--- src/design/asa_pkg.sv ---
package asa_pkg;

  localparam int MAX_SHELVES        = 64;
  localparam int INITIAL_ATLAS_SIZE = 128;
  localparam int DIM_W              = 15;
  localparam int H10_W              = DIM_W + 4;
  localparam int SHELF_IDX_W        = $clog2(MAX_SHELVES);
  localparam int SHELF_CNT_W        = $clog2(MAX_SHELVES + 1);
  localparam int FIRST_FREE_ROW     = 3;
  localparam int MAX_ATLAS_RESET    = 4096;
  localparam int FAIL_SIZE          = 2;
  // floor(h / 10) == (h * RECIP_10) >> RECIP_SHIFT for every 15-bit h
  localparam int RECIP_10           = 52429;
  localparam int RECIP_W            = 16;
  localparam int RECIP_SHIFT        = 19;

  // Request travelling down the shelf chain
  typedef struct packed {
    logic               vld;
    logic               found;
    logic [DIM_W-1:0]   w;
    logic [DIM_W-1:0]   h;
    logic [H10_W-1:0]   h10;
    logic [DIM_W-1:0]   left;
    logic [DIM_W-1:0]   top;
  } token_t;

  // Opening of a new shelf
  typedef struct packed {
    logic                   en;
    logic [SHELF_IDX_W-1:0] idx;
    logic [DIM_W-1:0]       top;
    logic [DIM_W-1:0]       height;
    logic [DIM_W-1:0]       used;
  } shelf_wr_t;

endpackage

--- src/design/asa_cell.sv ---
module asa_cell (
  input  logic                           clk,
  input  logic                           rst_n,
  input  logic [asa_pkg::SHELF_IDX_W-1:0] cell_idx,
  input  logic                           active,
  input  logic [asa_pkg::DIM_W-1:0]      atlas_width,
  input  asa_pkg::shelf_wr_t             shelf_wr,
  input  asa_pkg::token_t                tok_in,
  output asa_pkg::token_t                tok_out
);
  import asa_pkg::*;

  logic [DIM_W-1:0]   top_r;
  logic [DIM_W-1:0]   height_r;
  logic [DIM_W-1:0]   used_r;
  logic [DIM_W-1:0]   used_nxt;
  token_t             tok_r;
  token_t             tok_nxt;

  logic [H10_W-1:0]   height7;
  logic [DIM_W:0]     width_sum;
  logic               fits_h;
  logic               fits_w;
  logic               hit;
  logic               wr_here;

  always_comb begin
    height7   = (H10_W'(height_r) << 3) - H10_W'(height_r);
    width_sum = {1'b0, tok_in.w} + {1'b0, used_r};
    fits_h    = (tok_in.h10 >= height7) && (tok_in.h <= height_r);
    fits_w    = width_sum <= {1'b0, atlas_width};
    hit       = tok_in.vld && !tok_in.found && active && fits_h && fits_w;
    wr_here   = shelf_wr.en && (shelf_wr.idx == cell_idx);

    tok_nxt = tok_in;
    if (hit) begin
      tok_nxt.found = 1'b1;
      tok_nxt.left  = used_r;
      tok_nxt.top   = top_r;
    end

    used_nxt = used_r;
    if (wr_here) begin
      used_nxt = shelf_wr.used;
    end else if (hit) begin
      used_nxt = width_sum[DIM_W-1:0];
    end
  end

  always_ff @(posedge clk) begin
    if (!rst_n) begin
      tok_r <= '0;
    end else begin
      tok_r <= tok_nxt;
    end
    used_r <= used_nxt;
    if (wr_here) begin
      top_r    <= shelf_wr.top;
      height_r <= shelf_wr.height;
    end
  end

  assign tok_out = tok_r;

endmodule

--- config.mk ---
export PLATFORM = sky130hd
export DESIGN_NAME = asa_cell
export DESIGN_NICKNAME = d
export VERILOG_FILES = /design/src/design/asa_pkg.sv /design/src/design/asa_cell.sv
export SDC_FILE = /design/constraint.sdc
export NUM_CORES = 1
export LEC_CHECK = 0
export ABC_AREA = 1
export BUFFER_PORTS_ARGS = -buffer_cell sky130_fd_sc_hd__buf_2
export CORE_ASPECT_RATIO = 0.7
export CORE_MARGIN = 2
export CORE_UTILIZATION = 30
export CTS_BUF_LIST = sky130_fd_sc_hd__clkbuf_16
export DETAILED_ROUTE_END_ITERATION = 10
export SLEW_MARGIN = 20
export SYNTH_ARGS = -nofsm -noshare
export SYNTH_HDL_FRONTEND = slang
export SYNTH_SLANG_ARGS = --single-unit
--- constraint.sdc ---
create_clock -name clk -period 4 [get_ports clk]
set_input_delay 0.4 -clock clk [delete_from_list [all_inputs] [get_ports clk]]
set_output_delay 0.4 -clock clk [all_outputs]
set_load 0.05 [all_outputs]
# --- After elaboration in Yosys (flattened, before gate mapping) ---
# Cells that the tools add are included.
word_totals:
  out_inout_bits: 81
  in_bits: 157
  register_bits: 126
  wordCells: 28
op_classes:
  n_reduce_logical: 8
  n_lt_le_gt_ge: 3
  mux: 4
  n_eq_ne: 1
  add_sub_neg: 2
op_table:
  columns: ["op", "count"]
  rows:
  - ["$mux W15", 2]
  - ["$mux W30", 1]
  - ["$ge A19 B19 Y1", 1]
  - ["$sub A18 B15 Y19", 1]
  - ["$add A15 B15 Y16", 1]
  - ["$le A16 B15 Y1", 1]
  - ["$le A15 B15 Y1", 1]
  - ["$eq A6 B6 Y1", 1]
  - ["$logic_and A1 B1 Y1", 6]
  - ["$reduce_bool A2 Y1", 1]
  - ["$logic_not A1 Y1", 1]
  - ["$mux W1", 1]

# --- Depth between registers and ports, before layout ---
# Gate-level depths: netlist of run 1.
logic_depth:
  depth_word: 7
  ltp_mapped: 25
  ltp_nobuf: 24

# --- Worst setup path after synthesis of run 1 ---
# Ideal clock, no wire load.
synth_timing:
  path_type: "input -> register"
  from: "in tok_in[64] (netlist bit)"
  to: "reg used_r[0], enable pin"
  arrival_time_ns: 3.180
  setup_ns: 0.366
  path_slack_ns: 0.454
  required_ns: 3.634
  cell_stages: 17
  n_path_buf: 0
  cell_sequence: "ha_1 inv_1 fa_1 o21ai_0 nand2_1 nand2_1 nand2_1 a21oi_1 o21ai_0 and2_1 ha_1 nand2_1 nor3_1 nand4_1 nand2_4 nand2_1 nand2_1"
synth_between:
  elab_chain_cells: 4
synth_rtl:
  columns: ["element", "line", "rtl"]
  rows:
  - ["start: declaration", "asa_cell.sv:8", "input asa_pkg::token_t tok_in,"]
  - ["$add A15 B15 Y16", "asa_cell.sv:29", "width_sum = {1'b0, tok_in.w} + {1'b0, used_r};"]
  - ["$le A16 B15 Y1", "asa_cell.sv:31", "fits_w = width_sum <= {1'b0, atlas_width};"]
  - ["$logic_and A1 B1 Y1", "asa_cell.sv:32", "hit = tok_in.vld && !tok_in.found && active && fits_h && fits_w;"]
  - ["$reduce_bool A2 Y1 (no line)", null, null]
  - ["end signal: assignment", "asa_cell.sv:56", "used_r <= used_nxt;"]
  - ["end: declaration", "asa_cell.sv:15", "logic [DIM_W-1:0] used_r;"]
# No other way between the ends.
# A chain may end at the register's enable or synchronous reset.

# --- Worst setup path in the final report of run 1 ---
layout_timing:
  from: "reg height_r[7]"
  to: "reg used_r[0], enable pin"
layout_between:
  elab_chain_cells: 6
  elab_cells_between_ends: 7
  classes_between: "add/sub (1); order compare (2); reduce/logical (4)"
layout_rtl:
  columns: ["element", "line", "rtl"]
  rows:
  - ["start: declaration", "asa_cell.sv:14", "logic [DIM_W-1:0] height_r;"]
  - ["start signal: assignment", "asa_cell.sv:59", "height_r <= shelf_wr.height;"]
  - ["$sub A18 B15 Y19", "asa_cell.sv:28", "height7 = (H10_W'(height_r) << 3) - H10_W'(height_r);"]
  - ["$ge A19 B19 Y1", "asa_cell.sv:30", "fits_h = (tok_in.h10 >= height7) && (tok_in.h <= height_r);"]
  - ["$logic_and A1 B1 Y1 (*)", "asa_cell.sv:30", null]
  - ["$logic_and A1 B1 Y1 (*) (2 in a row)", "asa_cell.sv:32", null]
  - ["$reduce_bool A2 Y1 (no line) (*)", null, null]
# Every way passes the cells marked *; elsewhere a longest branch is shown, timed or not.

==> reports/metrics.cfg, run 1 <==
[placed_design]
io_buffer_count = 237
place_area_um2 = 8700
gp_congestion = 0.855
hpwl_um = 16700

[clocking]
cts_tree = built
root_buffer = clkbuf_16
ctsHtreeMaxLevel = 4
postCtsSetupBuffers = 0
cts.sinks = 126
clk_latency_ns = 0.42
cts_buffer_depth = 2
cts_buffers = 17
path_clk_slew_ns = 0.06

[grt]
antenna_found_initial = 2
grtUsageTotal_pct = 16.7
met1_usage_pct = 25.7
busiest_layer = met1
grt_use_met3_pct = 4.08
met2_usage_pct = 22.8
grt_pass1_vias = 5910
grt_pass1_wl_um = 32000
grt-ovfl-total = 0
grt_max_degree = 61

[drt]
wl_per_cell_um = 14.0
drt_iter0_markers = 393
vias = 6490
drc = 0
vias_per_cell = 4.36
postRouteAntennaNets = 0
wl_um = 20800
firstDrtPassIters = 4

[final_layout]
num-nets-final = 1391
nFillCells = 2482
final_util_pct = 39.5
final_area_um2 = 9280
drive_gt1_share_pct = 24.9
areaGrowthSynthToFinish_pct = 30.1

[logic_synthesis]
yosys_register_bits = 126
async_flop_share_pct = 0
yosys-top-cells-count = 243 x nand2_1, 160 x inv_1, 81 x dfxtp_1
syn_area_per_cell_um2 = 7.84
syn-num-nets = 1145
yosys-top-cells-area = dfxtp_1 23%, edfxtp_1 19%, ha_1 13%
synth_ff_type = dfxtp_1
yosysTopAreaCell = dfxtp_1
yosysUniqueCellTypes = 40
seq_area_frac_synth_pct = 41.7
synth_edf_count = 45
yosysTopAreaCellShare_pct = 22.7
yosys_warnings = 0
synth_most_common_cell = nand2_1
syn-cell-area_um2 = 7140
syn_inst = 910

[critical_path]
slowest_delay_ns = 0.40
critPathBufInv = 2
reg2regPathDepth = 20
start_kind = register
crit_top_cell = nand2_1
crit_path_top_delay_cell = edfxtp_1
cp.arrival_ns = 3.83
critPathRequiredTime_ns = 4.18
critPathTopFamily = compound AO/OA/AOI/OAI gates
crit_fanout = 13
crit_chain = inv_1 -> ha_1 -> a21o_1 -> nor2_1 -> nand2_1 -> a21oi_1 -> o21ai_1 -> xnor2_2 -> ha_1 -> nand2_1 -> nand2_1 -> nand2_1 -> nand2_1 -> a21oi_1 -> nand2_1 -> a21oi_1 -> nor2_4 -> nand2_1 -> nand2_1 -> buf_12
critical_path_class = register to register
critical_path_depth = 20
end_kind = register

[die]
coreArea_um2 = 23500
start_util_pct = 30.3
ioPinCount = 238
dieArea_um2 = 25100
die_h_um = 133
fp.dieW_um = 188
row_count = 47

[timing]
finalCriticalPeriod_ns = 3.65
rsz0062_at_grt = false
fin_skew_ns = 0.0101
finalSetupTns_ns = 0
hold_viol = 0
period_share_pct = 91.3
worst_pin_slew_ns = 0.714
finalSetupViolations = 0
relSlewSlack_pct = 52.4
clock.fmax_mhz = 274
maxSlewViolCount = 0

[run]
maxCapViolations = 0

[power]
irDropWorstVdd_mv = 0.274
pwr_density_cell_nw_per_um2 = 389
p_leak_nw = 5.17

[run_status]
status = finished clean

[worst_hold_path]
holdCritPathClass = input port to register
hold_depth = 1

==> worst register-to-register path, stage by stage, from the launching register on <==
cell and delay [ns]:
edfxtp_1 0.40, inv_1 0.12, ha_1 0.31, a21o_1 0.25
nor2_1 0.11, nand2_1 0.12, a21oi_1 0.22, o21ai_1 0.13
xnor2_2 0.22, ha_1 0.29, nand2_1 0.08, nand2_1 0.05
nand2_1 0.05, nand2_1 0.05, a21oi_1 0.12, nand2_1 0.06
a21oi_1 0.30, nor2_4 0.09, nand2_1 0.11, nand2_1 0.13
buf_12 0.19
==> per-stage QoR <==
stage | std cells | hold WS (ns) | setup slack, ns | power, mW
floorplan | 910 | 0.493 | 0.454 | 1.92
global placement | 1455 | 0.541 | 0.184 | 2.13
detailed placement | 1455 | 0.546 | 0.250 | 2.13
CTS | 1487 | 0.122 | 0.214 | 3.67
global route | 1487 | 0.112 | 0.0210 | 3.81
finish | 1488 | 0.151 | 0.348 | 3.61
==> path summary, 6_finish.rpt <==
path	from	slack (ns)	endpoint
setup / recovery	height_r[7]	0.35	used_r[0]
hold / removal	shelf_wr[16]	0.15	height_r[1]
setup reg to reg	height_r[7]	0.35	used_r[0]
hold reg to reg	top_r[8]	0.56	tok_out[8]
==> power breakdown <==
part	leakage [nW]	switching [mW]	internal, mW
Combinational	3.80	0.475	0.234
Sequential	1.08	0.0147	1.39
Clock	0.291	0.612	0.891
Total	5.17	1.10	2.51
==> layer usage <==
metal	vias up	share of wire (%)	routed length [µm]
met5	-	0.034	7
met4	2	0.82	170
met3	12	5.3	1110
met2	179	40	8320
met1	2912	54	11200
li1	3385	-	-
==> timing repair <==
item,in CTS,in global routing
resized for setup,0,2
setup endpoints to repair,0,43
hold buffers,0,0
endpoints found under the hold margin,0,0
==> registers in the layout (all words and copies together), names as in the netlist <==
| name | count |
|---|---|
| tok_out | 81 |
| height_r | 15 |
| used_r | 15 |
| top_r | 15 |
==> placed cells by master, fill, tap and decap left out, types with 2 or more instances in the layout <==
master	n
buf_4	10
a31oi_1	2
edfxtp_1	45
inv_1	162
o21ai_1	2
nand4_1	10
clkbuf_16	18
clkinv_4	2
buf_2	237
inv_6	3
nand3_1	48
clkinv_2	2
inv_4	3
a21oi_1	69
xnor2_1	11
ha_1	77
a21o_1	7
nor3_1	6
nand2_1	243
o21ai_0	17
a21oi_2	2
nor2_1	61
xor2_1	17
o21a_1	3
nand2_2	3
inv_2	2
and2_1	5
nor2_2	2
buf_12	2
dfxtp_1	81
==> cell type report <==
cell class / count / area [µm²] / area share [%]
Multi-Input combinational cell: 599 / 3420 / 36.9
Sequential cell: 126 / 2970 / 32.0
Inverter: 162 / 608 / 6.55
Tap cell: 318 / 398 / 4.29
Clock inverter: 14 / 114 / 1.23
Antenna cell: 1 / 2.50 / 0.0270
Timing Repair Buffer: 250 / 1310 / 14.1
Clock buffer: 18 / 450 / 4.85
==> cell families after synthesis <==
group	count (synthesis)	synth area share, %
buf+inv	185	10.5
fa+ha+maj	78	13.8
compound gates	109	8.42
simple gates	383	22.1
flops	126	41.7
xor+xnor	29	3.56
Power figures use the tool's default switching activity.
==> run 2, diff against run 1 <==
ABC_AREA = not set   (was 1)
==> run 2 against run 1 <==
Effect of this change:
- clock-buffer cell count is the same
- combinational power shrank 9.3%
- maximum frequency fell by 7.8%
- routed wire length fell by 6.1%
- final cell count is 17% lower
- sequential power about the same
- sequential cell count stayed put
- highest routed layer unchanged
- core utilization grew 3.1 points
==> reports/metrics.cfg, run 2 <==
[run_status]
status = finished clean  ; unchanged

[timing]
clock.fmax_mhz = 253  ; was 274 MHz
finalCriticalPeriod_ns = 3.96  ; was 3.65 ns
worst_pin_slew_ns = 1.02  ; was 0.714 ns
relSlewSlack_pct = 31.9  ; was 52.4%
maxSlewViolCount = 0  ; unchanged
fin_skew_ns = 0.00893  ; was 0.0101 ns
hold_viol = 0  ; unchanged
finalSetupViolations = 0  ; unchanged
finalSetupTns_ns = 0  ; unchanged
period_share_pct = 99.0  ; was 91.3%
rsz0062_at_grt = true  ; was false

[critical_path]
start_kind = register  ; unchanged
critPathTopFamily = compound AO/OA/AOI/OAI gates  ; unchanged
critPathBufInv = 2  ; unchanged
slowest_delay_ns = 0.41  ; was 0.40 ns
crit_chain = buf_6 -> inv_4 -> ha_4 -> and3b_1 -> o21a_1 -> o21a_2 -> or2_1 -> a21o_1 -> a21oi_2 -> xor2_1 -> ha_1 -> nand4_1 -> nor2_1 -> a221oi_2 -> a211oi_2 -> o211a_1 -> o211a_4 -> or2_4  ; was inv_1 -> ha_1 -> a21o_1 -> nor2_1 -> nand2_1 -> a21oi_1 -> o21ai_1 -> xnor2_2 -> ha_1 -> nand2_1 -> nand2_1 -> nand2_1 -> nand2_1 -> a21oi_1 -> nand2_1 -> a21oi_1 -> nor2_4 -> nand2_1 -> nand2_1 -> buf_12
crit_path_top_delay_cell = edfxtp_1  ; unchanged
critical_path_class = register to register  ; unchanged
cp.arrival_ns = 4.13  ; was 3.83 ns
critPathRequiredTime_ns = 4.17  ; was 4.18 ns
end_kind = register  ; unchanged
crit_fanout = 8  ; was 13

[clocking]
clk_latency_ns = 0.43  ; was 0.42 ns
cts_buffer_depth = 2  ; unchanged
ctsHtreeMaxLevel = 4  ; unchanged
cts_tree = built  ; unchanged
root_buffer = clkbuf_16  ; unchanged
cts.sinks = 126  ; unchanged
cts_buffers = 17  ; unchanged
path_clk_slew_ns = 0.06  ; about the same

[logic_synthesis]
async_flop_share_pct = 0  ; unchanged
synth_edf_count = 45  ; unchanged
syn_area_per_cell_um2 = 10.3  ; was 7.84 µm²
yosys-top-cells-area = dfxtp_1 24%, edfxtp_1 20%, ha_1 14%  ; was dfxtp_1 23%, edfxtp_1 19%, ha_1 13%
synth_ff_type = dfxtp_1  ; unchanged
yosysTopAreaCellShare_pct = 24.0  ; was 22.7%
seq_area_frac_synth_pct = 43.9  ; was 41.7%
yosysTopAreaCell = dfxtp_1  ; unchanged
yosys_register_bits = 126  ; unchanged
yosys_warnings = 0  ; unchanged
syn-num-nets = 889  ; was 1,145
yosysUniqueCellTypes = 59  ; was 40
syn_inst = 654  ; was 910
syn-cell-area_um2 = 6770  ; was 7140 µm²
yosys-top-cells-count = 81 x dfxtp_1, 81 x nand2_1, 77 x ha_1  ; was 243 x nand2_1, 160 x inv_1, 81 x dfxtp_1

[final_layout]
mostFrequentLayoutCell = buf_2  ; was nand2_1
instances_no_fill = 1237  ; was 1,488
most-common-layout-cells = 236 x buf_2, 81 x nand2_1, 81 x dfxtp_1  ; was 243 x nand2_1, 237 x buf_2, 162 x inv_1
drive_gt1_share_pct = 37.7  ; was 24.9%
areaGrowthSynthToFinish_pct = 37.6  ; was 30.1%
largest_reg_flops = 81  ; unchanged
num-nets-final = 1176  ; was 1,391

[grt]
antenna_found_initial = 3  ; was 2
grt-ovfl-total = 0  ; unchanged
grt_max_degree = 112  ; was 61
grt_pass1_vias = 5368  ; was 5,910
grtUsageTotal_pct = 16.5  ; was 16.7%
grt_pass1_wl_um = 29300  ; was 32,000 µm

[power]
p_leak_nw = 4.37  ; was 5.17 nW
irDropWorstVdd_mv = 0.276  ; was 0.274 mV
pwr_density_cell_nw_per_um2 = 392  ; was 389 nW/µm²

[run]
maxCapViolations = 0  ; unchanged

[placed_design]
gp_congestion = 0.901  ; was 0.855
dpl.cell_count = 1194  ; was 1,455
io_buffer_count = 237  ; unchanged
hpwl_um = 15000  ; was 16,700 µm

[worst_hold_path]
holdCritPathClass = input port to register  ; unchanged

[die]
dieArea_um2 = 23800  ; was 25,100 µm²
coreArea_um2 = 21900  ; was 23,500 µm²
fp.dieW_um = 184  ; was 188 µm
die_h_um = 130  ; was 133 µm
ioPinCount = 238  ; unchanged
row_count = 45  ; was 47
start_util_pct = 30.9  ; was 30.3%

[drt]
vias = 5629  ; was 6,490
drc = 0  ; unchanged
postRouteAntennaNets = 0  ; unchanged
vias_per_cell = 4.55  ; was 4.36
firstDrtPassIters = 4  ; unchanged
wl_per_cell_um = 15.8  ; was 14.0 µm
wl_um = 19500  ; was 20,800 µm
drt_iter0_markers = 321  ; was 393

-- run 2: cell count changes after synthesis, moves of 30 or more --
cell	previous run	this run
nand3_1	48	10
mux2i_1	0	30
nand2_1	243	81
a21oi_1	69	33
nor2_1	61	24
and2_1	5	50
inv_1	160	42
-- run 2: metrics by stage --
| step | util (%) | hold WS (ns) | worst slack (ns) | power [mW] | cell area [µm²] |
|---|---|---|---|---|---|
| finish | 42.5 | 0.147 | 0.0397 | 3.65 | 9310 |
| global route | 42.5 | 0.116 | -0.167 | 3.80 | 9310 |
| CTS | 41.6 | 0.119 | 0.0142 | 3.68 | 9120 |
| detailed placement | 38.6 | 0.497 | -0.326 | 2.05 | 8460 |
| global placement | 38.6 | 0.487 | -0.170 | 2.05 | 8460 |
| floorplan | - | 0.482 | 0.122 | 1.84 | 6770 |
-- run 2: repair_timing --
| item | CTS | global route |
|---|---|---|
| gates resized for setup | 10 | 26 |
| hold buffers | 0 | 0 |
| pin swaps | 9 | 29 |
| endpoints found under the setup margin | 46 | 46 |
| setup buffers | 2 | 4 |
| gates cloned | 1 | 3 |
-- run 2: routing by layer --
| metal | routed length (µm) | vias to the layer above | GRT usage (%) |
|---|---|---|---|
| li1 | - | 2881 | - |
| met1 | 9950 | 2546 | 23.9 |
| met5 | 115 | - | 0 |
| met3 | 1440 | 23 | 5.51 |
| met4 | 249 | 6 | 5.13 |
| met2 | 7790 | 173 | 22.9 |
-- run 2: power breakdown --
group	internal, mW	switching, mW	total, mW	leakage, nW
sequential	1.38	0.0146	1.40	1.08
combinational	0.242	0.401	0.643	2.99
clock	1.00	0.610	1.61	0.298
total	2.63	1.03	3.65	4.37
-- run 2: cell type report --
cell class | count | area, µm²
fill | 2170 | 12600
multi-input combinational | 469 | 3600
sequential | 126 | 2970
timing repair buffer | 285 | 1620
clock buffer | 18 | 450
tap | 282 | 353
inverter | 42 | 160
clock inverter | 14 | 149
antenna | 1 | 2.50
-- run 2: cell families after synthesis --
logic type / Yosys count / share of synthesized area [%]
DFF: 126 / 43.9
and+or+nand+nor: 213 / 16.0
buffers and inverters: 60 / 4.77
xor gates and xnor gates: 30 / 3.88
adders and majority gates: 78 / 14.5
AOI/OAI and AO/OA: 107 / 10.7
muxes: 40 / 6.10
-- run 2: path summary, 6_finish.rpt --
| path | startpoint | end | slack, ns | depth (start not counted) |
|---|---|---|---|---|
| worst max register to register | height_r[0] | used_r[1] | 0.04 | 18 |
| worst min-delay path | shelf_wr[19] | height_r[4] | 0.15 | 1 |
| worst min register to register | top_r[11] | tok_out[11] | 0.51 | 2 |
| worst max-delay path | height_r[0] | used_r[1] | 0.04 | 18 |
