## src/design/asa_pkg.sv

```systemverilog
package asa_pkg;

  localparam int MAX_SHELVES        = 64;
  localparam int INITIAL_ATLAS_SIZE = 128;
  localparam int DIM_W              = 15;
  localparam int H10_W              = DIM_W + 4;
  localparam int SHELF_IDX_W        = $clog2(MAX_SHELVES);
  localparam int SHELF_CNT_W        = $clog2(MAX_SHELVES + 1);
  localparam int FIRST_FREE_ROW     = 3;
  localparam int MAX_ATLAS_RESET    = 4096;
  localparam int FAIL_SIZE          = 2;
  // floor(h / 10) == (h * RECIP_10) >> RECIP_SHIFT for every 15-bit h
  localparam int RECIP_10           = 52429;
  localparam int RECIP_W            = 16;
  localparam int RECIP_SHIFT        = 19;

  // Request travelling down the shelf chain
  typedef struct packed {
    logic               vld;
    logic               found;
    logic [DIM_W-1:0]   w;
    logic [DIM_W-1:0]   h;
    logic [H10_W-1:0]   h10;
    logic [DIM_W-1:0]   left;
    logic [DIM_W-1:0]   top;
  } token_t;

  // Opening of a new shelf
  typedef struct packed {
    logic                   en;
    logic [SHELF_IDX_W-1:0] idx;
    logic [DIM_W-1:0]       top;
    logic [DIM_W-1:0]       height;
    logic [DIM_W-1:0]       used;
  } shelf_wr_t;

endpackage

```

## src/design/asa_ctrl.sv

```systemverilog
module asa_ctrl (
  input  logic                            clk,
  input  logic                            rst_n,
  input  logic                            start,
  output logic                            busy,
  input  logic [asa_pkg::DIM_W-1:0]       in_req_width,
  input  logic [asa_pkg::DIM_W-1:0]       in_req_height,
  input  logic                            cfg_valid,
  output logic                            cfg_ready,
  input  logic [asa_pkg::DIM_W-1:0]       cfg_data,
  output asa_pkg::token_t                 launch,
  input  asa_pkg::token_t                 tail,
  output asa_pkg::shelf_wr_t              shelf_wr,
  output logic [asa_pkg::SHELF_CNT_W-1:0] shelf_count,
  output logic [asa_pkg::DIM_W-1:0]       atlas_width,
  output logic                            out_valid,
  output logic [asa_pkg::DIM_W-1:0]       out_rect_left,
  output logic [asa_pkg::DIM_W-1:0]       out_rect_top,
  output logic [asa_pkg::DIM_W-1:0]       out_rect_width,
  output logic [asa_pkg::DIM_W-1:0]       out_rect_height,
  output logic [asa_pkg::DIM_W-1:0]       out_atlas_width_now,
  output logic [asa_pkg::DIM_W-1:0]       out_atlas_height_now,
  output logic                            out_place_failed
);
  import asa_pkg::*;

  typedef enum logic [1:0] {ST_IDLE, ST_SCAN, ST_GROW} state_t;

  localparam int PROD_W = DIM_W + RECIP_W;

  state_t             state_r,  state_nxt;
  logic [DIM_W-1:0]   w_r,      w_nxt;
  logic [DIM_W-1:0]   h_r,      h_nxt;
  logic [DIM_W:0]     rh_r,     rh_nxt;
  logic [SHELF_CNT_W-1:0] cnt_r, cnt_nxt;
  logic [DIM_W-1:0]   nfr_r,    nfr_nxt;
  logic [DIM_W-1:0]   aw_r,     aw_nxt;
  logic [DIM_W-1:0]   ah_r,     ah_nxt;
  logic [DIM_W-1:0]   max_r,    max_nxt;
  logic               ov_r,     ov_nxt;
  logic [DIM_W-1:0]   left_r,   left_nxt;
  logic [DIM_W-1:0]   top_r,    top_nxt;
  logic [DIM_W-1:0]   rw_r,     rw_nxt;
  logic [DIM_W-1:0]   rhgt_r,   rhgt_nxt;
  logic [DIM_W-1:0]   awn_r,    awn_nxt;
  logic [DIM_W-1:0]   ahn_r,    ahn_nxt;
  logic               fail_r,   fail_nxt;

  logic               accept;
  logic [PROD_W-1:0]  h_prod;
  logic [PROD_W-1:0]  h_prod_sh;
  logic [DIM_W+1:0]   row_sum;
  logic               need_grow;
  logic               can_grow;
  logic               table_full;

  always_comb begin
    accept    = start && (state_r == ST_IDLE);
    h_prod    = PROD_W'(in_req_height) * PROD_W'(RECIP_10);
    h_prod_sh = h_prod >> RECIP_SHIFT;
    row_sum   = {2'b0, nfr_r} + {1'b0, rh_r};
    need_grow = (row_sum >= {2'b0, ah_r}) || (w_r >= aw_r);
    can_grow  = ({aw_r, 1'b0} <= {1'b0, max_r}) && ({ah_r, 1'b0} <= {1'b0, max_r});
    table_full = cnt_r == SHELF_CNT_W'(MAX_SHELVES);

    launch       = '0;
    launch.vld   = accept;
    launch.w     = in_req_width;
    launch.h     = in_req_height;
    launch.h10   = (H10_W'(in_req_height) << 3) + (H10_W'(in_req_height) << 1);

    shelf_wr        = '0;
    shelf_wr.idx    = cnt_r[SHELF_IDX_W-1:0];
    shelf_wr.top    = nfr_r;
    shelf_wr.height = rh_r[DIM_W-1:0];
    shelf_wr.used   = w_r;

    state_nxt = state_r;
    w_nxt     = w_r;
    h_nxt     = h_r;
    rh_nxt    = rh_r;
    cnt_nxt   = cnt_r;
    nfr_nxt   = nfr_r;
    aw_nxt    = aw_r;
    ah_nxt    = ah_r;
    max_nxt   = max_r;
    ov_nxt    = 1'b0;
    left_nxt  = left_r;
    top_nxt   = top_r;
    rw_nxt    = rw_r;
    rhgt_nxt  = rhgt_r;
    awn_nxt   = aw_r;
    ahn_nxt   = ah_r;
    fail_nxt  = fail_r;

    if (cfg_valid) begin
      max_nxt = cfg_data;
    end

    unique case (state_r)
      ST_IDLE: begin
        if (accept) begin
          w_nxt     = in_req_width;
          h_nxt     = in_req_height;
          rh_nxt    = {1'b0, in_req_height} + (DIM_W+1)'(h_prod_sh[DIM_W-1:0]);
          state_nxt = ST_SCAN;
        end
      end
      ST_SCAN: begin
        if (tail.vld) begin
          if (tail.found) begin
            ov_nxt    = 1'b1;
            left_nxt  = tail.left;
            top_nxt   = tail.top;
            rw_nxt    = w_r;
            rhgt_nxt  = h_r;
            fail_nxt  = 1'b0;
            state_nxt = ST_IDLE;
          end else if (table_full) begin
            ov_nxt    = 1'b1;
            left_nxt  = '0;
            top_nxt   = '0;
            rw_nxt    = DIM_W'(FAIL_SIZE);
            rhgt_nxt  = DIM_W'(FAIL_SIZE);
            fail_nxt  = 1'b1;
            state_nxt = ST_IDLE;
          end else begin
            state_nxt = ST_GROW;
          end
        end
      end
      ST_GROW: begin
        if (need_grow) begin
          if (can_grow) begin
            aw_nxt = {aw_r[DIM_W-2:0], 1'b0};
            ah_nxt = {ah_r[DIM_W-2:0], 1'b0};
          end else begin
            ov_nxt    = 1'b1;
            left_nxt  = '0;
            top_nxt   = '0;
            rw_nxt    = DIM_W'(FAIL_SIZE);
            rhgt_nxt  = DIM_W'(FAIL_SIZE);
            fail_nxt  = 1'b1;
            state_nxt = ST_IDLE;
          end
        end else begin
          // open the shelf and place at its left end
          shelf_wr.en = 1'b1;
          cnt_nxt     = cnt_r + SHELF_CNT_W'(1);
          nfr_nxt     = row_sum[DIM_W-1:0];
          ov_nxt      = 1'b1;
          left_nxt    = '0;
          top_nxt     = nfr_r;
          rw_nxt      = w_r;
          rhgt_nxt    = h_r;
          fail_nxt    = 1'b0;
          state_nxt   = ST_IDLE;
        end
      end
      default: begin
        state_nxt = ST_IDLE;
      end
    endcase
  end

  always_ff @(posedge clk) begin
    if (!rst_n) begin
      state_r <= ST_IDLE;
      cnt_r   <= '0;
      nfr_r   <= DIM_W'(FIRST_FREE_ROW);
      aw_r    <= DIM_W'(INITIAL_ATLAS_SIZE);
      ah_r    <= DIM_W'(INITIAL_ATLAS_SIZE);
      max_r   <= DIM_W'(MAX_ATLAS_RESET);
      ov_r    <= 1'b0;
    end else begin
      state_r <= state_nxt;
      cnt_r   <= cnt_nxt;
      nfr_r   <= nfr_nxt;
      aw_r    <= aw_nxt;
      ah_r    <= ah_nxt;
      max_r   <= max_nxt;
      ov_r    <= ov_nxt;
    end
    w_r    <= w_nxt;
    h_r    <= h_nxt;
    rh_r   <= rh_nxt;
    left_r <= left_nxt;
    top_r  <= top_nxt;
    rw_r   <= rw_nxt;
    rhgt_r <= rhgt_nxt;
    awn_r  <= awn_nxt;
    ahn_r  <= ahn_nxt;
    fail_r <= fail_nxt;
  end

  assign busy                 = state_r != ST_IDLE;
  assign cfg_ready            = 1'b1;
  assign shelf_count          = cnt_r;
  assign atlas_width          = aw_r;
  assign out_valid            = ov_r;
  assign out_rect_left        = left_r;
  assign out_rect_top         = top_r;
  assign out_rect_width       = rw_r;
  assign out_rect_height      = rhgt_r;
  assign out_atlas_width_now  = awn_r;
  assign out_atlas_height_now = ahn_r;
  assign out_place_failed     = fail_r;

endmodule

```

## config.mk

```make
export PLATFORM = sky130hd
export DESIGN_NAME = asa_ctrl
export DESIGN_NICKNAME = d
export VERILOG_FILES = /design/src/design/asa_pkg.sv /design/src/design/asa_ctrl.sv
export SDC_FILE = /design/constraint.sdc
export NUM_CORES = 1
export LEC_CHECK = 0
export ABC_AREA = 1
export BUFFER_PORTS_ARGS = -buffer_cell sky130_fd_sc_hd__buf_2
export CORE_MARGIN = 5
export CORE_UTILIZATION = 43
export CTS_CLUSTER_SIZE = 25
export DETAILED_ROUTE_END_ITERATION = 10
export GPL_ROUTABILITY_DRIVEN = 0
export GPL_TIMING_DRIVEN = 0
export PLACE_DENSITY = 0.68
export REMOVE_ABC_BUFFERS = 1
export SYNTH_ARGS = -nofsm -noshare
export SYNTH_HDL_FRONTEND = slang
export SYNTH_SLANG_ARGS = --single-unit
```

## constraint.sdc

```tcl
create_clock -name clk -period 20.3 [get_ports clk]
set_input_delay 1.015 -clock clk [delete_from_list [all_inputs] [get_ports clk]]
set_output_delay 1.015 -clock clk [all_outputs]
set_load 0.01 [all_outputs]
```

After elaboration in Yosys (flattened, before gate mapping)
Cells that the tools add are included.
{"block": "classes", "n_addsub": 4, "multipliers": 1, "n_lt_le_gt_ge": 4, "eq_ne": 7, "n_mux": 41, "n_bitwise": 1, "n_reduce_logical": 11}
{"cell": "15-bit 2-to-1 mux", "count": 16}
{"cell": "15-bit case mux with 2 select lines", "count": 4}
{"cell": "16-bit by 15-bit less-or-equal comparator with 1-bit output", "count": 2}
{"cell": "15-bit by 16-bit multiplier with 31-bit output, second input constant", "count": 1}
{"cell": "18-bit by 16-bit adder with 19-bit output", "count": 1}
{"cell": "15-bit by 16-bit adder with 17-bit output", "count": 1}
{"cell": "17-bit by 15-bit greater-or-equal comparator with 1-bit output", "count": 1}
{"cell": "15-bit by 12-bit adder with 16-bit output", "count": 1}
{"cell": "15-bit greater-or-equal comparator", "count": 1}
{"cell": "1-bit 2-to-1 mux", "count": 12}
{"cell": "2-bit 2-to-1 mux", "count": 6}
{"cell": "7-bit by 1-bit adder with 7-bit output, second input constant", "count": 1}
{"cell": "7-bit equality test, second input constant", "count": 1}
{"cell": "3-bit != test, second input constant", "count": 2}
{"cell": "2-bit case mux with 3 select lines", "count": 1}
{"cell": "3-bit AND reduction", "count": 2}
{"cell": "2-bit != test, second input constant", "count": 2}
{"cell": "1-bit case mux with 2 select lines", "count": 2}
{"cell": "2-bit AND reduction", "count": 2}
{"cell": "4-bit AND reduction", "count": 1}
{"cell": "2-bit nonzero test", "count": 2}
{"cell": "2-bit by 1-bit equality test with 1-bit output, second input constant", "count": 1}
{"cell": "2-bit equality test, second input constant", "count": 1}
{"cell": "1-bit logical AND", "count": 2}
{"cell": "3 further kinds", "count": 3}
{"block": "totals", "ff_bits": 179, "inputBits": 130, "output_inout_bits": 249}

Longest topological paths before layout
Gate-level depths: netlist of run 1.
{"block": "depth", "word_depth": 5, "ltp_mapped": 31, "mapped_depth_nobuf": 31}

Worst setup path after synthesis of run 1
OpenSTA, ideal clock, no wires.
{"block": "synth_path", "path_type": "reg2reg", "from": "register rh_r[4]", "to": "register fail_r, in the netlist out_place_failed (enable)", "setup_ps": 571, "t_arrival_ps": 7551, "t_required_ps": 19729, "slack_ps": 12177, "path_stages_with_launch": 26, "path_buffers": 1, "period_less_slack_ps": 8123, "cell_sequence": "edfxtp_1 ha_1 a21oi_2 nor2_1 nor2_2 nand2_2 a21boi_0 o21ai_0 a31oi_1 xor2_1 inv_1 ha_1 nand2_1 nor2_1 nand3_1 nor2_1 nand2_1 nor2_1 nand3_1 nand3_2 nor2_4 nand2_4 nand3_4 buf_6 nand2_1 a211oi_1"}
{"block": "synth_via", "elab_chain_len": 5}
{"item": "from (decl)", "line_no": "asa_ctrl.sv:34", "rtl": "logic [DIM_W:0] rh_r, rh_nxt;"}
{"item": "from (signal assigned)", "line_no": "asa_ctrl.sv:186", "rtl": "rh_r <= rh_nxt;"}
{"item": "15-bit by 16-bit adder with 17-bit output", "line_no": "asa_ctrl.sv:61", "rtl": "row_sum = {2'b0, nfr_r} + {1'b0, rh_r};"}
{"item": "net row_sum[13]", "line_no": "asa_ctrl.sv:52", "rtl": "logic [DIM_W+1:0] row_sum;"}
{"item": "17-bit by 15-bit greater-or-equal comparator with 1-bit output", "line_no": "asa_ctrl.sv:62", "rtl": "need_grow = (row_sum >= {2'b0, ah_r}) || (w_r >= aw_r);"}
{"item": "1-bit logical OR", "line_no": "asa_ctrl.sv:62"}
{"item": "3-bit != test (no line)"}
{"item": "4-bit AND reduction (no line)"}
{"item": "to (signal assigned)", "line_no": "asa_ctrl.sv:193", "rtl": "fail_r <= fail_nxt;"}
{"item": "to (decl)", "line_no": "asa_ctrl.sv:47", "rtl": "logic fail_r, fail_nxt;"}
The timed path passes the listed nets, and every way through them passes these cells.
A chain may end at the register's enable or synchronous reset.

Worst setup path after layout of run 1
{"block": "layout_path", "from": "input in_req_height[13] in the netlist's numbering", "to": "register rh_r[14], data pin"}
{"block": "layout_via", "elab_chain_len": 2}
{"item": "from (decl)", "line_no": "asa_ctrl.sv:7", "rtl": "input logic [asa_pkg::DIM_W-1:0] in_req_height,"}
{"item": "15-bit by 16-bit multiplier with 31-bit output", "line_no": "asa_ctrl.sv:59", "rtl": "h_prod = PROD_W'(in_req_height) * PROD_W'(RECIP_10);"}
{"item": "15-bit by 12-bit adder with 16-bit output *", "line_no": "asa_ctrl.sv:105", "rtl": "rh_nxt = {1'b0, in_req_height} + (DIM_W+1)'(h_prod_sh[DIM_W-1:0]);"}
Mark *: on every way between the ends. The rest lies on a longest branch, timed or not.

==> results of run 1 <==
-- sequential cells by signal, summed over array words and instances, names as in the netlist --
register	flops
max_r	15
state_r	2
h_r	15
w_r	15
out_place_failed	1
rh_r	16
out_atlas_height_now	8
out_rect_height	15
shelf_count	7
nfr_r	15
out_valid	1
out_rect_width	15
out_rect_left	15
out_rect_top	15
atlas_width	8
-- path summary, 6_finish.rpt --
kind,startpoint,to,cells past startpoint
worst max-delay path,in_req_height[13],rh_r[14]$_DFFE_PP_,25
worst min-delay path,atlas_width[14]$_SDFFE_PN0P_,out_atlas_height_now[14]$_DFF_P_,0
worst max register to register,rh_r[2]$_DFFE_PP_,out_rect_height[8]$_DFFE_PP_,27
worst min register to register,atlas_width[14]$_SDFFE_PN0P_,out_atlas_height_now[14]$_DFF_P_,0
-- stage by stage --
stage	power (mW)	hold WS (ns)	instance area, sq um	util (%)	worst slack [ns]
floorplan	1.70	0.417	12000	-	12.18
global placement	2.15	0.397	13800	47.0	9.41
detailed placement	2.18	0.395	13900	47.2	12.44
CTS	2.56	0.407	14600	49.5	12.86
global route	2.79	0.429	14600	49.5	12.30
finish	2.53	0.411	14600	49.5	12.87
-- placed cells by master, fill, tap and decap left out, types with 7 or more instances in the layout --
cell / synthesis / layout
o21ai_0: 77 / 77
buf_2: 3 / 275
dfxtp_1: 56 / 56
fa_1: 61 / 61
nand3_1: 28 / 28
clkbuf_16: 0 / 17
ha_1: 180 / 180
edfxtp_1: 107 / 107
a21oi_1: 97 / 97
conb_1: 2 / 54
a21o_1: 8 / 8
nand4_1: 7 / 7
inv_1: 227 / 226
xor2_1: 33 / 33
xnor2_1: 16 / 16
nor2_1: 108 / 107
nand2_1: 160 / 160
-- layout make-up --
class / count / area (sq um) / area share, %
clock inverter: 14 / 234 / 1.61
multi-input combinational: 902 / 6780 / 46.6
inverter: 227 / 852 / 5.85
clock buffer: 18 / 429 / 2.95
timing repair buffer: 279 / 1440 / 9.90
tap: 390 / 488 / 3.35
sequential: 163 / 4330 / 29.8
-- power breakdown --
part / switching, mW / leakage, nW / internal [mW]
clock: 0.133 / 0.311 / 0.230
sequential: 0.0573 / 1.48 / 0.545
combinational: 0.958 / 5.63 / 0.608
-- logic make-up (layout without fill, tap and decap cells) --
group | count (synthesis) | count (layout)
other | 2 | 54
AOI/OAI and AO/OA | 215 | 215
buffers and inverters | 362 | 538
adders and majority gates | 241 | 241
and+or+nand+nor | 343 | 343
xor gates and xnor gates | 49 | 49
DFF | 163 | 163
-- metal layers --
metal	share of wire (%)	wire length [um]	GRT usage (%)	vias up
li1	-	-	-	4772
met1	40	12600	21.9	4552
met2	52	16300	35.5	297
met3	6.0	1890	3.05	44
met4	2.7	869	6.27	0
met5	0	0	0	-
-- cells in the mapped netlist, drive strengths merged --
cell type and number:
a32o 1, xor2 33, a21boi 2, nor3b 2
inv 227, and2 2, o2111ai 1, o41ai 1
nand3 33, nor3 7, nor4 5, edfxtp 107
xnor2 16, nor2 112, a21oi 100, o211ai 1
ha 180, a31oi 4, nand3b 5, dfxtp 56
or2 7, conb 2, fa 61, nand4 7
o221ai 1, o21a 3, a22o 2, buf 124
clkbuf 11, nand2 163, a32oi 1, a211oi 3
o21bai 4, a21o 8, o21ai 83
==> metrics.md, run 1 <==
| Metric | Value |
|---|---|
| Outcome | `finished, final reports clean` |
| Cell variety after synth | `48` |
| Total grt overflow | `0` |
| Die ar. | `33,100 sq um` |
| Die H | `182 um` |
| Mux cell area share after synthesis | `0%` |
| Site Rows | `63` |
| CP peak stage delay | `between 0.6 and 0.7 ns` |
| First-pass GRT wire length | `50,600 um` |
| Share of the synthesized area in the top cell type | `25.2%` |
| Total GRT Usage | `18.9%` |
| Buffers and inverters on the worst path | `3` |
| Post-Synth XOR/XNOR Area | `3.37%` |
| Setup violations, final | `0` |
| Synth Area per Inst | `9.26 sq um` |
| DR vias/cell | `slightly below 5` |
| Antenna-violating nets left | `0` |
| Clk_lat worst skew | `between 0.4 and 0.5 ns` |
| # DRC | `0` |
| Clock sink count | `163` |
| Initial antenna violation count | `0` |
| Max-slew violations | `0` |
| Compound-Gate Fraction of Synth Area | `9.21%` |
| Core box area | `29,400 sq um` |
| Maximum vdd drop | `approximately 120 uV` |
| Tightest Pin Transition | `1.26 ns` |
| Die Width | `182 um` |
| Final WL | `31,700 um` |
| Peak Freq | `~130 MHz` |
| Layout area overhead | `14.3%` |
| CTS tree | `done` |
| Final Hold Vio Count | `0` |
| Synth top area cells | `edfxtp_1 (25%), ha_1 (18%), fa_1 (9.6%)` |
| CTS H-tree lvls | `4` |
| Hold buffers post-CTS | `0` |
| Number of diodes | `0` |
| Iteration-0 DRC Markers | `674` |
| Crit Path Class | `primary input to flip-flop` |
| Crit end category | `flip-flop` |
| Initial Util | `43.3%` |
| Minimum clock period | `7.43 ns` |
| Mean routed wirelength per cell | `~16 um` |
| Drt pass-1 iters | `5` |
| Setup Buffers After CTS | `0` |
| Critical-path top delay cell | `fa_1` |
| Slew HR | `15.9%` |
| Final net count | `approximately 2k` |
| Cts repair resizes | `0` |
| CTS root buf | `clkbuf_16` |
| Critical path's top delay family | `adder cells` |
| Layout cells sized above 1 | `20.6%` |
| RSZ-0062 raised after global routing | `false` |
| Count of input and output buffers | `between 200 and 300` |
| Post-route non-filler standard cell count | `around 2.0k` |
| CP dominant cell by count | `fa_1` |
| Ports | `379` |
| DP Cell Count | `roughly 2.0k` |
| Worst Setup Start Kind | `primary input` |
| Simple-gate share of the synthesized area | `between 10% and 20%` |
| Max FO, Critical Path | `9` |
| Register bit count reported by yosys | `roughly 160` |
| Sequential element share of the synthesized area | `about a third` |
| Cts bufs inserted | `17` |
| Setup tns final | `0 ns` |
| Clk slew on worst S/H paths | `0.06 ns` |
| Largest family of logic cells by synthesized area | `adder cells` |
| Post-synth top area cell | `edfxtp_1` |
| Gate Count Post-Synth | `1,375` |
| Vias in the first global route | `9,818` |
| Final Skew | `0.0127 ns` |
| Hold Crit Class | `flip-flop to flip-flop` |
| Max clock buf depth | `2` |
| Leakage Power | `around 7.4 nW` |
| Register-to-Register Setup Slack | `15.13 ns` |
| Post-synthesis adder-cell area fraction | `27.3%` |
| Arrival time worst endpoint | `7.60 ns` |
| Pwr Density | `174 nW/um^2` |
| Required @ worst endpoint | `a little over 20 ns` |
| Pin count of the biggest net entering global routing | `45` |
| Fillers | `roughly 2.7k` |
| Period utilization | `36.6%` |
| Vias | `just under 10k` |
| MaxCap Viol Count | `0` |
| Post-Syn Area | `12,700 sq um` |
| HPWL Detailed | `26,100 um` |
| YS warnings | `0` |
No activity file was read; power rests on OpenSTA's default activity.
==> run 2: changes to the inputs <==
==> constraint.sdc (replaced) <==
create_clock -name clk -period 7.32 [get_ports clk]
set_input_delay 0.366 -clock clk [delete_from_list [all_inputs] [get_ports clk]]
set_output_delay 0.366 -clock clk [all_outputs]
set_load 0.01 [all_outputs]
==> metrics.md, run 2 (synthesis results as in run 1) <==
| Metric | Value |
|---|---|
| Arrival time worst endpoint | `6.96 ns (was 7.60 ns)` |
| Total GRT Usage | `18.9% (unchanged)` |
| Most common cell after layout, fill and taps aside | `buf_2 (unchanged)` |
| Final core occ | `49.5% (about the same)` |
| CTS H-tree lvls | `4 (unchanged)` |
| Peak Freq | `147 MHz` |
| Pwr Density | `484 nW/um^2 (was 174 nW/um^2)` |
| Leakage Power | `7.42 nW (about the same)` |
| Cts bufs inserted | `17 (unchanged)` |
| Clk slew on worst S/H paths | `0.06 ns (about the same)` |
| Fillers | `2,702 (was 2,701)` |
| Final WL | `31,800 um (was 31,700 um)` |
| Switching power | `3.21 mW (was 1.15 mW)` |
| Site Rows | `63 (unchanged)` |
| Layout cells sized above 1 | `20.7% (was 20.6%)` |
| FF/Latch Area | `4330 sq um (unchanged)` |
| Ports | `379 (unchanged)` |
| Core box area | `29,400 sq um (unchanged)` |
| Final Skew | `0.0130 ns (was 0.0127 ns)` |
| Most frequent cells in the layout | `buf_2 (275), inv_1 (226), ha_1 (180), nand2_1 (160) (unchanged)` |
| Worst Setup Start Kind | `primary input (unchanged)` |
| First-pass GRT wire length | `50,600 um (unchanged)` |
| Drt pass-1 iters | `5 (unchanged)` |
| Register bank with the most flops | `rh_r (unchanged)` |
| Iteration-0 DRC Markers | `611 (was 674)` |
| Initial Util | `43.3% (unchanged)` |
| Clock network fraction of total power | `14.3% (was 14.4%)` |
| Outcome | `finished, final reports clean (unchanged)` |
| Max clock buf depth | `2 (unchanged)` |
| Vias | `9,658 (was 9,665)` |
| Die Width | `182 um (unchanged)` |
| Hold WS | `0.135 ns (was 0.411 ns)` |
| Hold Crit Class | `primary input to flip-flop (was flip-flop to flip-flop)` |
| Max FO, Critical Path | `9 (unchanged)` |
| Layout area overhead | `14.4% (was 14.3%)` |
| RSZ-0062 raised after global routing | `false (unchanged)` |
| Pin count of the biggest net entering global routing | `45 (unchanged)` |
| Final Hold Vio Count | `0 (unchanged)` |
| Antenna-violating nets left | `0 (unchanged)` |
| Crit end category | `flip-flop (unchanged)` |
| Maximum vdd drop | `329 uV (was 118 uV)` |
| Crit Path Class | `primary input to flip-flop (unchanged)` |
| Slew HR | `16.0% (was 15.9%)` |
| Max-slew violations | `0 (unchanged)` |
| Combinational Power Share | `62.0% (was 61.8%)` |
| Area occupied by multi-input gates | `6790 sq um (was 6780 sq um)` |
| Post-route non-filler standard cell count | `1,993 (unchanged)` |
| Tightest Pin Transition | `1.26 ns (about the same)` |
| Setup violations, final | `0 (unchanged)` |
| Minimum clock period | `6.80 ns` |
| Final net count | `1,961 (unchanged)` |
| Number of diodes | `0 (unchanged)` |
| Vias in the first global route | `9,818 (unchanged)` |
| Mean routed wirelength per cell | `16.0 um (was 15.9 um)` |
| DR vias/cell | `4.85 (about the same)` |
| Die H | `182 um (unchanged)` |
| Largest register FFs | `16 (unchanged)` |
| CTS tree | `done (unchanged)` |
| # DRC | `0 (unchanged)` |
| Seq pwr share | `23.7% (was 23.8%)` |
| Required @ worst endpoint | `7.49 ns (was 20.47 ns)` |
| Clk_lat worst skew | `0.43 ns (about the same)` |
| MaxCap Viol Count | `0 (unchanged)` |
| Initial antenna violation count | `0 (unchanged)` |
| Net Sw Frac | `45.5% (was 45.4%)` |
| Die ar. | `33,100 sq um (unchanged)` |
| Count of input and output buffers | `275 (unchanged)` |
| P_int | `3.84 mW (was 1.38 mW)` |
| Clock sink count | `163 (unchanged)` |
| CTS root buf | `clkbuf_16 (unchanged)` |
| HPWL Detailed | `26,100 um (unchanged)` |
| Total grt overflow | `0 (unchanged)` |
| Period utilization | `92.8%` |
| DP Cell Count | `1,961 (unchanged)` |
[run 2: cell counts in the layout (fill, tap and decap cells not counted)]
Identical to the previous run, type by type.
[run 2: what timing repair did]
item                                    in CTS  in global routing
hold buffers                                 0                  0
resized for setup                            0                  1
endpoints found under the setup margin       0                  1
setup buffers                                0                  0
hold endpoints to repair                     0                  0
[run 2: per-layer routing]
| metal | share of wire (%) | up-vias | GRT usage, % |
|---|---|---|---|
| met4 | 2.7 | 0 | 6.27 |
| li1 | - | 4772 | - |
| met1 | 40 | 4564 | 21.9 |
| met5 | 0 | - | 0 |
| met2 | 52 | 278 | 35.5 |
| met3 | 5.7 | 44 | 3.05 |
[run 2: critical path, cell delays in order]
cell      delay, ns
buf_2          0.23
inv_1          0.14
ha_1           0.36
fa_1           0.63
fa_1           0.48
fa_1           0.55
inv_1          0.06
fa_1           0.53
fa_1           0.51
ha_1           0.33
nand2_1        0.11
o21ai_0        0.31
a21oi_1        0.07
o21ai_0        0.32
xor2_1         0.30
fa_1           0.27
nand3_1        0.07
and2_1         0.19
nor3_1         0.14
nor2_1         0.09
o21ai_0        0.29
a21oi_1        0.12
o21bai_1       0.26
nand2_1        0.11
xnor2_1        0.13
[run 2: path summary, 6_finish.rpt]
path,from,depth (start not counted),end,slack [ns]
worst max-delay path,in_req_height[13],25,rh_r[14]$_DFFE_PP_,0.52
worst min-delay path,in_req_width[1],1,w_r[1]$_DFFE_PP_,0.13
worst max register to register,rh_r[2]$_DFFE_PP_,27,out_place_failed$_DFFE_PP_,2.16
worst min register to register,atlas_width[14]$_SDFFE_PN0P_,0,out_atlas_height_now[14]$_DFF_P_,0.41
[run 2: cell type report]
class / instances / share of cell area, %
inverter: 227 / 5.85
clock buffer: 18 / 2.95
timing repair buffer: 279 / 9.90
multi-input combinational: 902 / 46.6
tap: 390 / 3.35
sequential: 163 / 29.8
clock inverter: 14 / 1.61
[run 2: per-stage QoR]
step	setup WS [ns]	TNS (ns)	power (mW)	instance area (sq um)
finish	0.524	0	7.05	14600
global route	0.0517	0	7.75	14600
CTS	0.531	0	7.09	14600
detailed placement	0.107	0	6.05	13900
global placement	-3.57	-217.45	5.94	13800
floorplan	-0.805	-49.09	4.73	12000
[run 2: power by group through the flow]
| stage | Clock [mW] | Sequential (mW) | Combinational, mW |
|---|---|---|---|
| floorplan | 0 | 1.84 | 2.88 |
| global placement | 0 | 1.74 | 4.19 |
| detailed placement | 0 | 1.69 | 4.36 |
| CTS | 1.02 | 1.67 | 4.39 |
| global route | 1.06 | 1.70 | 4.99 |
| finish | 1.01 | 1.67 | 4.37 |
